[src/design/salc_pkg.sv]
// Package for the size-aware LRU cache: payload structs and fixed widths.
// No dependencies.
package salc_pkg;

  localparam int KEY_W   = 48;
  localparam int BYTES_W = 32;
  localparam int WIDE_W  = 48;
  localparam int EVC_W   = 5;

  typedef struct packed {
    logic [KEY_W-1:0]   object_key;
    logic [BYTES_W-1:0] object_bytes;
  } req_t;

  typedef struct packed {
    logic               was_hit;
    logic               was_bypassed;
    logic [EVC_W-1:0]   evicted_count;
    logic [WIDE_W-1:0]  bytes_in_use;
    logic [WIDE_W-1:0]  request_count;
    logic [WIDE_W-1:0]  hit_count;
  } resp_t;

  // Command broadcast from the controller to every cell
  localparam logic [1:0] CMD_NONE   = 2'd0;
  localparam logic [1:0] CMD_TOUCH  = 2'd1;  // hit: promote matched entry
  localparam logic [1:0] CMD_EVICT  = 2'd2;  // drop the LRU entry
  localparam logic [1:0] CMD_INSERT = 2'd3;  // fill the first free slot

  typedef struct packed {
    logic [1:0]         cmd;
    logic [KEY_W-1:0]   key;
    logic [WIDE_W-1:0]  bytes;
  } cell_ctl_t;

endpackage

[src/design/size_aware_lru_cache.sv]
// Top level of the size-aware LRU cache: a row of slot cells and a sequencer.
// Depends on salc_pkg, salc_cell and salc_ctrl.
//
//  channel  | handshake            | payload
//  request  | start & !busy        | req (object_key, object_bytes)
//  result   | result_valid, 1 cyc  | result (resp_t)
//  config   | cfg_valid & cfg_ready| cfg_data (byte_capacity)
//
// A hit or bypass goes from lookup straight to the result strobe; a miss first
// evicts LRU entries, one per cycle, until the object fits, then inserts it.
// Reset clears valid bits, ranks and counters.
// The result strobe lasts one cycle; the next start is taken once busy falls.
module size_aware_lru_cache #(
  parameter int SLOTS     = 16,
  parameter int SIZE_BITS = 32
) (
  input  logic              clk,
  input  logic              rst,
  input  logic              start,
  output logic              busy,
  input  salc_pkg::req_t    req,
  output logic              result_valid,
  output salc_pkg::resp_t   result,
  input  logic              cfg_valid,
  output logic              cfg_ready,
  input  logic [47:0]       cfg_data
);
  import salc_pkg::*;

  localparam int RANK_W = $clog2(SLOTS);

  logic [47:0]          capacity;
  cell_ctl_t            ctl;
  logic [RANK_W-1:0]    lru_rank;
  logic [SLOTS:0]       free_ch;
  logic [SIZE_BITS-1:0] lru_ch [SLOTS+1];
  logic [SLOTS-1:0]     match, valid;
  logic [RANK_W-1:0]    rank [SLOTS];
  logic                 any_hit;
  logic [RANK_W-1:0]    hit_rank;
  logic [RANK_W:0]      n_valid;

  assign cfg_ready = !busy;

  // Capacity register
  always_ff @(posedge clk) begin
    if (rst) capacity <= '0;
    else if (cfg_valid && cfg_ready) capacity <= cfg_data;
  end

  assign free_ch[0] = 1'b0;
  assign lru_ch[0]  = '0;

  for (genvar i = 0; i < SLOTS; i++) begin : g_cell
    salc_cell #(.RANK_W(RANK_W), .SIZE_W(SIZE_BITS)) u_cell (
      .clk(clk), .rst(rst), .ctl(ctl), .lru_rank(lru_rank), .hit_rank(hit_rank),
      .free_in(free_ch[i]), .free_out(free_ch[i+1]),
      .lru_in(lru_ch[i]), .lru_out(lru_ch[i+1]),
      .match(match[i]), .valid(valid[i]), .rank(rank[i])
    );
  end

  // Hit rank and occupancy reduction over the row
  always_comb begin
    hit_rank = '0;
    for (int i = 0; i < SLOTS; i++) if (match[i]) hit_rank = hit_rank | rank[i];
  end
  assign any_hit = |match;
  assign n_valid = (RANK_W+1)'($countones(valid));

  salc_ctrl #(.SLOTS(SLOTS), .RANK_W(RANK_W), .SIZE_W(SIZE_BITS)) u_ctrl (
    .clk(clk), .rst(rst), .start(start), .busy(busy), .req(req),
    .capacity(capacity), .ctl(ctl), .any_hit(any_hit), .hit_rank(hit_rank),
    .lru_rank(lru_rank), .n_valid(n_valid), .lru_bytes(lru_ch[SLOTS]),
    .done(result_valid), .result(result)
  );
endmodule

[src/design/salc_cell.sv]
// One directory slot: key, size, valid and recency rank.
// Depends on salc_pkg. Chained to its neighbours through the free-slot
// and LRU-size ripple paths.
module salc_cell #(
  parameter int RANK_W = 4,
  parameter int SIZE_W = 32
) (
  input  logic                    clk,
  input  logic                    rst,
  input  salc_pkg::cell_ctl_t     ctl,
  input  logic [RANK_W-1:0]       lru_rank,   // rank of the LRU entry
  input  logic [RANK_W-1:0]       hit_rank,   // rank of the matched entry
  input  logic                    free_in,    // a lower cell is free
  output logic                    free_out,
  input  logic [SIZE_W-1:0]       lru_in,     // LRU size from lower cells
  output logic [SIZE_W-1:0]       lru_out,
  output logic                    match,
  output logic                    valid,
  output logic [RANK_W-1:0]       rank
);
  import salc_pkg::*;

  logic [KEY_W-1:0]  key;
  logic [SIZE_W-1:0] bytes;
  logic              is_lru;

  assign match    = valid && (key == ctl.key);
  assign is_lru   = valid && (rank == lru_rank);
  assign free_out = free_in || !valid;
  assign lru_out  = is_lru ? bytes : lru_in;

  // State update per broadcast command
  always_ff @(posedge clk) begin
    if (rst) begin
      valid <= 1'b0;
      rank  <= '0;
    end else begin
      unique case (ctl.cmd)
        CMD_TOUCH: begin
          if (match) rank <= '0;
          else if (valid && rank < hit_rank) rank <= rank + 1'b1;
        end
        CMD_EVICT: begin
          if (is_lru) valid <= 1'b0;
        end
        CMD_INSERT: begin
          if (!valid && !free_in) begin
            valid <= 1'b1;
            rank  <= '0;
          end else if (valid) begin
            rank <= rank + 1'b1;
          end
        end
        default: ;
      endcase
    end
  end

  // Payload captured on insert
  always_ff @(posedge clk) begin
    if (ctl.cmd == CMD_INSERT && !valid && !free_in) begin
      key   <= ctl.key;
      bytes <= ctl.bytes[SIZE_W-1:0];
    end
  end
endmodule

[src/design/salc_ctrl.sv]
// Request sequencer: lookup, eviction loop, insert, counters and result.
// Depends on salc_pkg; drives the cell row of the top level.
module salc_ctrl #(
  parameter int SLOTS  = 16,
  parameter int RANK_W = 4,
  parameter int SIZE_W = 32
) (
  input  logic                     clk,
  input  logic                     rst,
  input  logic                     start,
  output logic                     busy,
  input  salc_pkg::req_t           req,
  input  logic [47:0]              capacity,
  output salc_pkg::cell_ctl_t      ctl,
  input  logic                     any_hit,
  input  logic [RANK_W-1:0]        hit_rank,
  output logic [RANK_W-1:0]        lru_rank,
  input  logic [RANK_W:0]          n_valid,
  input  logic [SIZE_W-1:0]        lru_bytes,
  output logic                     done,
  output salc_pkg::resp_t          result
);
  import salc_pkg::*;

  localparam logic [2:0] ST_IDLE   = 3'd0;
  localparam logic [2:0] ST_LOOKUP = 3'd1;
  localparam logic [2:0] ST_FIT    = 3'd2;
  localparam logic [2:0] ST_INSERT = 3'd3;
  localparam logic [2:0] ST_DONE   = 3'd4;

  logic [2:0]        state;
  logic [KEY_W-1:0]  key;
  logic [WIDE_W-1:0] size;
  logic [WIDE_W-1:0] used;
  logic [WIDE_W-1:0] reqs;
  logic [WIDE_W-1:0] hits;
  logic [EVC_W-1:0]  evc;
  logic              hit_f;
  logic              byp_f;
  logic [WIDE_W:0]   need;
  logic [WIDE_W-1:0] lru_w;
  logic [SIZE_W-1:0] size_sat;

  localparam logic [WIDE_W-1:0] SAT = {WIDE_W{1'b1}};

  assign busy     = (state != ST_IDLE);
  assign need     = {1'b0, used} + {1'b0, size};
  assign lru_w    = WIDE_W'(lru_bytes);
  assign lru_rank = RANK_W'(n_valid - 1'b1);

  // Size saturated to SIZE_W bits
  always_comb begin
    if (BYTES_W > SIZE_W && (req.object_bytes >> SIZE_W) != '0) size_sat = '1;
    else size_sat = SIZE_W'(req.object_bytes);
  end

  // Cell command decode
  always_comb begin
    ctl.key   = key;
    ctl.bytes = size;
    ctl.cmd   = CMD_NONE;
    unique case (state)
      ST_LOOKUP: if (any_hit) ctl.cmd = CMD_TOUCH;
      ST_FIT:
        if (need > {1'b0, capacity} && n_valid != '0) ctl.cmd = CMD_EVICT;
      ST_INSERT:
        if (n_valid == (RANK_W+1)'(SLOTS)) ctl.cmd = CMD_EVICT;
        else ctl.cmd = CMD_INSERT;
      default: ;
    endcase
  end

  always_ff @(posedge clk) begin
    if (rst) begin
      state <= ST_IDLE;
      used  <= '0;
      reqs  <= '0;
      hits  <= '0;
      done  <= 1'b0;
    end else begin
      done <= (state == ST_DONE);
      unique case (state)
        ST_IDLE: if (start) begin
          key   <= req.object_key;
          size  <= WIDE_W'(size_sat);
          evc   <= '0;
          hit_f <= 1'b0;
          byp_f <= 1'b0;
          if (reqs != SAT) reqs <= reqs + 1'b1;
          state <= ST_LOOKUP;
        end
        ST_LOOKUP: begin
          if (any_hit) begin
            hit_f <= 1'b1;
            if (hits != SAT) hits <= hits + 1'b1;
            state <= ST_DONE;
          end else if (size > capacity) begin
            byp_f <= 1'b1;
            state <= ST_DONE;
          end else state <= ST_FIT;
        end
        ST_FIT: begin
          // one LRU eviction per cycle until the object fits
          if (ctl.cmd == CMD_EVICT) begin
            used <= (used >= lru_w) ? used - lru_w : '0;
            evc  <= evc + 1'b1;
          end else state <= ST_INSERT;
        end
        ST_INSERT: begin
          if (ctl.cmd == CMD_EVICT) begin
            used <= (used >= lru_w) ? used - lru_w : '0;
            evc  <= evc + 1'b1;
          end else begin
            used  <= need[WIDE_W-1:0];
            state <= ST_DONE;
          end
        end
        ST_DONE: begin
          state <= ST_IDLE;
        end
        default: state <= ST_IDLE;
      endcase
    end
  end

  always_comb begin
    result.was_hit       = hit_f;
    result.was_bypassed  = byp_f;
    result.evicted_count = evc;
    result.bytes_in_use  = used;
    result.request_count = reqs;
    result.hit_count     = hits;
  end
endmodule

[config.mk]
export PLATFORM = sky130hd
export DESIGN_NAME = size_aware_lru_cache
export DESIGN_NICKNAME = d
export VERILOG_FILES = /design/src/design/salc_pkg.sv /design/src/design/size_aware_lru_cache.sv /design/src/design/salc_cell.sv /design/src/design/salc_ctrl.sv
export SDC_FILE = /design/constraint.sdc
export NUM_CORES = 2
export LEC_CHECK = 0
export BUFFER_PORTS_ARGS = -buffer_cell sky130_fd_sc_hd__buf_4
export CORE_MARGIN = 5
export CORE_UTILIZATION = 60
export CTS_CLUSTER_DIAMETER = 80
export CTS_CLUSTER_SIZE = 16
export DETAILED_ROUTE_END_ITERATION = 10
export PLACE_DENSITY = 0.86
export SLEW_MARGIN = 20
export SYNTH_ARGS = -nofsm -noshare
export SYNTH_HDL_FRONTEND = slang
export SYNTH_SLANG_ARGS = --single-unit
[constraint.sdc]
create_clock -name clk -period 21.4 [get_ports clk]
set_clock_uncertainty 0.15 [all_clocks]
set_input_delay 4.28 -clock clk [delete_from_list [all_inputs] [get_ports clk]]
set_output_delay 4.28 -clock clk [all_outputs]
set_load 0.02 [all_outputs]
* Word-level counts from Yosys, hierarchy flattened *
Cells that the tools add are included.

cells by class
  $add $sub $neg = 37
  order comparisons = 19
  equality and inequality tests = 112
  muxes and demuxes = 181
  bitwise operators = 16
  reduce and logical (&&, ||, !) cells = 191

operator list
  kind                     count
  $eq A48 B48 Y1           16
  $mux W32                 16
  $mux W4                  79
  $mux W48                 3
  $pmux W4 S2              16
  $reduce_and A3 Y1        34
  $add A48 B1 Y48 const B  2
  $logic_and A1 B1 Y1      96
  $ne A48 B48 Y1 const B   2
  $pmux W48 S2             1
  $ne A3 B1 Y1 const B     31
  $ne A2 B1 Y1 const B     33
  $add A4 B1 Y4 const B    16
  $eq A4 B4 Y1             16
  $lt A4 B4 Y1             16
  $or A4 B4 Y4             15
  $add A48 B32 Y49         1
  $gt A49 B48 Y1           1
  $ge A48 B32 Y1           1
  $gt A32 B48 Y1           1
  $sub A48 B32 Y48         1
  $mux W1                  37
  $pmux W1 S2              18
  $logic_not A1 Y1         31
  30 further kinds         73

storage, ports and cells
  flip-flop bits (word level) = 1,643
  input bits = 132
  output and inout port bits = 154

* Logic depth before layout (Yosys ltp) *
  word-level depth = 38
  gate-level depth with buffers = 41
  depth with buffers taken out = 36

* Modules after synthesis *
From an unflattened synthesis, not the netlist that was laid out.

unflattened totals
  cells, all modules = 5,917
  area, all modules = 78,380.2 µm²

modules (own cells, without submodules)
  module                times used  cells each  area each (µm²)  sequential area each (µm²)
  salc_cell             16          235         3,749.8          2,502.4
  salc_ctrl             1           1,864       15,986.6         5,575.3
  size_aware_lru_cache  1           293         2,396.0          960.9

* Least setup slack after synthesis *
Ideal clock, no wire load.

  kind = reg-to-reg
  from = register g_cell[9].u_cell.valid
  to = register g_cell[15].u_cell.rank[2]
  library setup time = 0.135 ns
  arrival time = 11.732 ns
  required time = 21.115 ns
  slack = 9.382 ns
  cell stages (with the launch flop) = 24
  path buffers = 4
  period minus slack after synthesis = 12.018 ns
  cell sequence = dfxtp_1 > clkbuf_1 > inv_1 > fa_1 > inv_1 > fa_1 > fa_1 > inv_1 > fa_1 > inv_1 > ha_1 > buf_2 > buf_1 > inv_1 > ha_1 > nand2_1 > nor2_1 > nor2_1 > clkbuf_1 > nand4_1 > nor3b_1 > a21oi_1 > a21boi_0 > o32ai_1

on the way
  cells in the longest elaborated chain, start to end = 18
  elaborated cells between the ends (all ways) = 45
  those cells by class = 4 x add/sub; 1 x order compare; 5 x eq/ne; 13 x mux; 6 x bitwise; 16 x reduce/logical

RTL lines
  what                                                                    line             source
  from (decl)                                                             salc_cell.sv:18  output logic valid,
  from (signal assigned)                                                  salc_cell.sv:35  valid <= 1'b0;
  from (signal assigned)                                                  salc_cell.sv:44  if (is_lru) valid <= 1'b0;
  from (signal assigned)                                                  salc_cell.sv:48  valid <= 1'b1;
  parallel branches: the longest is 18 deep, another holds $add A4 B4 Y5  n/a
  to (signal assigned)                                                    salc_cell.sv:41  else if (valid && rank < hit_rank) rank <= rank + 1'b1;
  to (signal assigned)                                                    salc_cell.sv:51  rank <= rank + 1'b1;
  to (decl)                                                               salc_cell.sv:19  output logic [RANK_W-1:0] rank

Several ways; the timed one is not identified.
A chain may end at the register's enable or synchronous reset.

* Worst setup path in the final report *
  from = register g_cell[5].u_cell.valid
  to = register u_ctrl.used[36]

on the way
  cells in the longest elaborated chain, start to end = 27
  elaborated cells between the ends (all ways) = 71
  those cells by class = 6 x add/sub; 1 x order compare; 19 x eq/ne; 24 x mux; 21 x reduce/logical

RTL lines
  what                                                line                                source
  from (decl)                                         salc_cell.sv:18
  from (signal assigned)                              salc_cell.sv:35
  from (signal assigned)                              salc_cell.sv:44
  from (signal assigned)                              salc_cell.sv:48
  $add A1 B1 Y2 (implied by the code)                 size_aware_lru_cache.sv:69          assign n_valid = (RANK_W+1)'($countones(valid));
  $add A2 B2 Y3 (implied by the code)                 size_aware_lru_cache.sv:69
  $add A3 B3 Y4 (implied by the code)                 size_aware_lru_cache.sv:69
  $add A4 B4 Y5 (implied by the code)                 size_aware_lru_cache.sv:69
  $sub A4 B1 Y4                                       salc_ctrl.sv:49                     assign lru_rank = RANK_W'(n_valid - 1'b1);
  $eq A4 B4 Y1                                        salc_cell.sv:28                     assign is_lru = valid && (rank == lru_rank);
  $logic_and A1 B1 Y1                                 salc_cell.sv:28
  $mux W32 (16 in series)                             salc_cell.sv:30                     assign lru_out = is_lru ? bytes : lru_in;
  $sub A48 B32 Y48 or $ge A48 B32 Y1 (tied branches)  salc_ctrl.sv:105, salc_ctrl.sv:111
  $mux W48                                            salc_ctrl.sv:105, salc_ctrl.sv:111
  $mux W48, on equally long branches                  salc_ctrl.sv:110, salc_ctrl.sv:104
  $pmux W48 S2                                        salc_ctrl.sv:82                     unique case (state)
  to (signal assigned)                                salc_ctrl.sv:105                    used <= (used >= lru_w) ? used - lru_w : '0;
  to (signal assigned)                                salc_ctrl.sv:111                    used <= (used >= lru_w) ? used - lru_w : '0;
  to (signal assigned)                                salc_ctrl.sv:114                    used <= need[WIDE_W-1:0];
  to (decl)                                           salc_ctrl.sv:34                     logic [WIDE_W-1:0] used;

Several ways; a longest one is shown, not always the timed one. The select of a mux whose other input is x is not followed.

==> impl_results.html <==
<table>
<tr><th>Metric</th><th>Value</th></tr>
<tr><th colspan="2">Setup path</th></tr>
<tr><td>Dominant cell type by count on the critical path</td><td>sky130_fd_sc_hd__fa_1</td></tr>
<tr><td>Biggest cell delay along the critical path</td><td>730 ps</td></tr>
<tr><td>Crit start category</td><td>register</td></tr>
<tr><td>Kind of capture point of the worst setup path</td><td>register</td></tr>
<tr><td>Critical path's slowest cell</td><td>sky130_fd_sc_hd__nor3_1</td></tr>
<tr><td>FF-to-FF setup slack</td><td>9610 ps</td></tr>
<tr><td>Arrival time worst endpoint</td><td>12290 ps</td></tr>
<tr><td>Classification of the worst setup path</td><td>register to register</td></tr>
<tr><td>Worst R2R Path Depth</td><td>36</td></tr>
<tr><td>Critical R2R Launch</td><td>g_cell[5].u_cell.valid$_SDFFE_PP0P_</td></tr>
<tr><td>Data required, critical path</td><td>21900 ps</td></tr>
<tr><td>Crit Reg-Reg Endpoint</td><td>u_ctrl.used[36]$_SDFFE_PP0P_</td></tr>
<tr><td>Crit path max fanout</td><td>40</td></tr>
<tr><th colspan="2">Detailed routing</th></tr>
<tr><td>Drt initial violations</td><td>8614</td></tr>
<tr><td>Vias per std cell</td><td>6.75</td></tr>
<tr><td>Aggregate routed wire length</td><td>238 mm</td></tr>
<tr><td>1st-pass router iterations</td><td>8</td></tr>
<tr><td>Overall via count from detail_route</td><td>58300</td></tr>
<tr><td>Residual antenna-violating net count after detailed routing</td><td>0</td></tr>
<tr><td>Remaining routing DRC violations</td><td>0</td></tr>
<tr><td>Per-cell routed wire length</td><td>27.5 um</td></tr>
<tr><th colspan="2">Timing</th></tr>
<tr><td>Max Clock Freq</td><td>0.0848 GHz</td></tr>
<tr><td>Max-Slew Margin vs Limit</td><td>22.0%</td></tr>
<tr><td>Final count of hold timing violations</td><td>0</td></tr>
<tr><td>Final setup fails</td><td>0</td></tr>
<tr><td>Sum of negative setup slack</td><td>0 ps</td></tr>
<tr><td>Post-layout minimum cycle time</td><td>11790 ps</td></tr>
<tr><td>Ratio of final minimum period to clock period</td><td>55.1%</td></tr>
<tr><td>Count of final max-slew check failures</td><td>0</td></tr>
<tr><td>Unrepaired setup endpoints after global routing</td><td>false</td></tr>
<tr><td>Minimum setup slack in the final design</td><td>9610 ps</td></tr>
<tr><td>Slew at the pin closest to its max-slew limit</td><td>1170 ps</td></tr>
<tr><th colspan="2">Yosys</th></tr>
<tr><td>Number of nets in the synthesized netlist</td><td>6902</td></tr>
<tr><td>Share of the yosys chip area belonging to registers</td><td>59.3%</td></tr>
<tr><td>Warnings from Yosys</td><td>0</td></tr>
<tr><td>Syn avg cell area</td><td>12.0 sq um</td></tr>
<tr><td>Number of enable flip-flop cells after synthesis</td><td>1367</td></tr>
<tr><td>Dominant synthesized flop cell</td><td>sky130_fd_sc_hd__edfxtp_1</td></tr>
<tr><td>Share of flip-flops with an asynchronous set or reset</td><td>0%</td></tr>
<tr><td>Post-synthesis cell area</td><td>78500 sq um</td></tr>
<tr><td>Count of unique library cells instantiated by Yosys</td><td>103</td></tr>
<tr><td>Number of flip-flops and latches in the synthesized netlist</td><td>1643</td></tr>
<tr><td>Synthesized instance count</td><td>6538</td></tr>
<tr><th colspan="2">Layout</th></tr>
<tr><td>Post-synthesis to final-layout area growth</td><td>9.99%</td></tr>
<tr><td>Non-filler cells, final</td><td>8636</td></tr>
<tr><td>Share of final-layout standard cells stronger than drive strength 1</td><td>9.79%</td></tr>
<tr><td># nets final</td><td>7169</td></tr>
<tr><td>Count of fill cells added during filler insertion</td><td>9094</td></tr>
<tr><th colspan="2">Power</th></tr>
<tr><td>Share of total power in the clock network</td><td>32.1%</td></tr>
<tr><td>Worst vdd ir</td><td>0.0000832 V</td></tr>
<tr><td>Share of power burned in registers</td><td>53.4%</td></tr>
<tr><td>Net switching share of the total power</td><td>26.9%</td></tr>
<tr><td>Net switching component of the power</td><td>1.79 mW</td></tr>
<tr><td>Static Leak</td><td>29.0 nW</td></tr>
<tr><td>Combinational fraction of design power</td><td>14.5%</td></tr>
<tr><td>P per Cell Area</td><td>77.1 nW/um^2</td></tr>
<tr><td>Internal power component</td><td>4.87 mW</td></tr>
<tr><th colspan="2">Placement</th></tr>
<tr><td>Detailed placement HPWL</td><td>156 mm</td></tr>
<tr><td>Count of buffers inserted at the top-level ports</td><td>285</td></tr>
<tr><td>Instance count after placement with tap cells included</td><td>8428</td></tr>
<tr><td>Dpl ws</td><td>9930 ps</td></tr>
<tr><td>Placer's final routability congestion estimate</td><td>1.00</td></tr>
<tr><th colspan="2">Global routing</th></tr>
<tr><td>Overflow after GRT</td><td>0</td></tr>
<tr><td>Antenna violations before repair</td><td>5</td></tr>
<tr><td>Global router's overall resource usage</td><td>33.4%</td></tr>
<tr><td>Via count of the first global-routing pass</td><td>55800</td></tr>
<tr><td>Global-route wire length before repair</td><td>346 mm</td></tr>
<tr><td>Maximum number of pins on one net before global-route repair</td><td>100</td></tr>
<tr><th colspan="2">Status</th></tr>
<tr><td>Result of the run</td><td>completed</td></tr>
<tr><th colspan="2">Clock network</th></tr>
<tr><td>CTS clk-pin slew, worst paths</td><td>80 ps</td></tr>
<tr><td>Library cell used as clock root buffer</td><td>sky130_fd_sc_hd__clkbuf_16</td></tr>
<tr><td>Post-CTS setup buffers</td><td>0</td></tr>
<tr><td>CTS Sinks</td><td>1643</td></tr>
<tr><td>Insertion delay of the later-clocked pin in the worst-skew pair</td><td>820 ps</td></tr>
<tr><td>TritonCTS clock tree</td><td>built</td></tr>
<tr><td>Post-CTS sizing</td><td>0</td></tr>
<tr><td>Number of buffers added by the clock tree synthesis step</td><td>116</td></tr>
<tr><td>Max Root-Sink Buffers</td><td>3</td></tr>
<tr><td>H-tree depth</td><td>3</td></tr>
<tr><td>Count of hold buffers inserted by post-cts repair</td><td>0</td></tr>
<tr><th colspan="2">Flow run</th></tr>
<tr><td>Maximum capacitance violations</td><td>0</td></tr>
<tr><th colspan="2">Hold path</th></tr>
<tr><td>Worst min path class</td><td>register to register</td></tr>
<tr><td>Worst min-delay path endpoint</td><td>capacity[17]$_SDFFE_PP0P_</td></tr>
<tr><td>Source of the worst hold timing path</td><td>capacity[17]$_SDFFE_PP0P_</td></tr>
<tr><td>Number of cells on the worst hold path</td><td>2</td></tr>
<tr><th colspan="2">Floorplan</th></tr>
<tr><td>Area inside the core boundary</td><td>130000 sq um</td></tr>
<tr><td>Row count</td><td>132</td></tr>
<tr><td>Die footprint</td><td>138000 sq um</td></tr>
<tr><td>Top-level I/O count</td><td>286</td></tr>
<tr><td>Die Wd</td><td>372 um</td></tr>
<tr><td>Effective utilization at floorplan</td><td>60.5%</td></tr>
<tr><td>Die height</td><td>372 um</td></tr>
</table>
worst max-delay path, delay by kind of cell, from the launching register on:
family	cells	cell delay, ps
flip-flops	1	570
AND/OR/NAND/NOR	9	2920
adder cells (fa/ha/maj)	7	3230
XOR/XNOR	2	350
AO/OA/AOI/OAI	10	2520
buffers and inverters	8	1860
cell usage after synthesis (all sizes together), types with 15 or more instances:
cell,count,area (sq um)
nand2b,251,1570
nor3b,16,120
and3,60,375
ha,220,2750
o21ai,201,1010
inv,207,777
or2,17,106
o32ai,24,218
o21a,29,218
nor3,220,1140
a2111oi,15,150
and4,27,236
a31oi,60,375
a21o,49,368
or3,78,488
a221oi,106,928
nor4b,17,170
nand4b,18,158
nand2,383,1440
o221ai,37,324
nand4,268,1680
nor2b,41,257
a21oi,247,1240
edfxtp,1367,41000
a21boi,16,120
dfxtp,276,5530
o31ai,16,120
nor2,393,1480
and2,20,125
clkbuf,180,676
buf,120,751
nand3,225,1130
xnor2,548,4840
nor4,145,987
o2111ai,81,709
xor2,299,2620
or4,25,191
o22ai,56,357
metrics by stage:
stage	area [sq um]	total power, mW	hold slack [ps]	utilization (%)
after floorplan	78500	4.24	286	-
after global placement	82800	4.53	295	63.8
after detailed placement	82800	4.56	303	63.8
after CTS	86300	6.63	314	66.5
after global routing	86300	6.86	327	66.5
final	86300	6.66	312	66.5
worst max-delay path by stage:
stage | from | endpoint | slack, ps | cells past startpoint
3_5_place_dp | g_cell[5].u_cell.valid$_SDFFE_PP0P_ | u_ctrl.used[36]$_SDFFE_PP0P_ | 9930 | 37
6_report | g_cell[5].u_cell.valid$_SDFFE_PP0P_ | u_ctrl.used[36]$_SDFFE_PP0P_ | 9610 | 36
4_1_cts | g_cell[5].u_cell.valid$_SDFFE_PP0P_ | u_ctrl.used[36]$_SDFFE_PP0P_ | 9890 | 36
5_1_grt | g_cell[5].u_cell.valid$_SDFFE_PP0P_ | u_ctrl.used[36]$_SDFFE_PP0P_ | 9240 | 36
3_3_place_gp | g_cell[5].u_cell.valid$_SDFFE_PP0P_ | u_ctrl.used[36]$_SDFFE_PP0P_ | 10060 | 36
2_1_floorplan | g_cell[9].u_cell.valid$_SDFFE_PP0P_ | g_cell[15].u_cell.rank[2]$_SDFFE_PP0P_ | 9380 | 23
sequential cells by signal (all words and copies together) (netlist names), 5 cells and up:
signal	cells
g_cell.u_cell.key	768
g_cell.u_cell.bytes	512
g_cell.u_cell.rank	64
capacity	48
u_ctrl.hits	48
u_ctrl.key	48
u_ctrl.reqs	48
u_ctrl.used	48
u_ctrl.size	32
g_cell.u_cell.valid	16
u_ctrl.evc	5
logic make-up after synthesis:
| kind of cell | count (synthesis) | synth area share, % |
|---|---|---|
| buffers and inverters | 509 | 2.82 |
| DFF | 1643 | 59.3 |
| and+or+nand+nor | 2240 | 15.3 |
| AOI/OAI and AO/OA | 1057 | 9.15 |
| adders and majority gates | 232 | 3.81 |
| muxes | 10 | 0.128 |
| xor gates and xnor gates | 847 | 9.51 |
power by group through the flow:
| stage | sequential [mW] | clock (mW) | combinational, mW |
|---|---|---|---|
| after detailed placement | 3.63 | 0 | 0.930 |
| after global routing | 3.56 | 2.28 | 1.03 |
| final | 3.56 | 2.14 | 0.967 |
| after floorplan | 3.64 | 0 | 0.596 |
| after global placement | 3.62 | 0 | 0.905 |
| after CTS | 3.56 | 2.14 | 0.936 |
final cells by class:
cell class	count	area, sq um	area share (%)
Antenna cell	6	15.0	0.0174
Sequential cell	1643	46600	53.9
Clock inverter	18	270	0.313
Tap cell	1742	2180	2.52
Clock buffer	183	3180	3.68
Timing Repair Buffer	449	3450	4.00
Inverter	209	786	0.910
Multi-Input combinational cell	4386	29900	34.6
per-layer routing:
metal | up-vias | global-route usage [%] | wire length [um]
met5 | - | 0 | 0
met4 | 0 | 15.2 | 13300
met3 | 781 | 8.62 | 35100
met2 | 4550 | 51.0 | 104000
met1 | 27900 | 45.2 | 85500
li1 | 25100 | - | -
placed cells by master (no fill, tap or decap), types with 224 or more instances in the layout:
cell type,n
sky130_fd_sc_hd__edfxtp_1,1367
sky130_fd_sc_hd__xnor2_1,540
sky130_fd_sc_hd__buf_4,443
sky130_fd_sc_hd__nand2_1,382
sky130_fd_sc_hd__nor2_1,379
sky130_fd_sc_hd__xor2_1,299
sky130_fd_sc_hd__dfxtp_1,276
sky130_fd_sc_hd__nand4_1,268
sky130_fd_sc_hd__nand2b_1,251
sky130_fd_sc_hd__a21oi_1,246
sky130_fd_sc_hd__nand3_1,224
(Power assumes the default switching activity.)
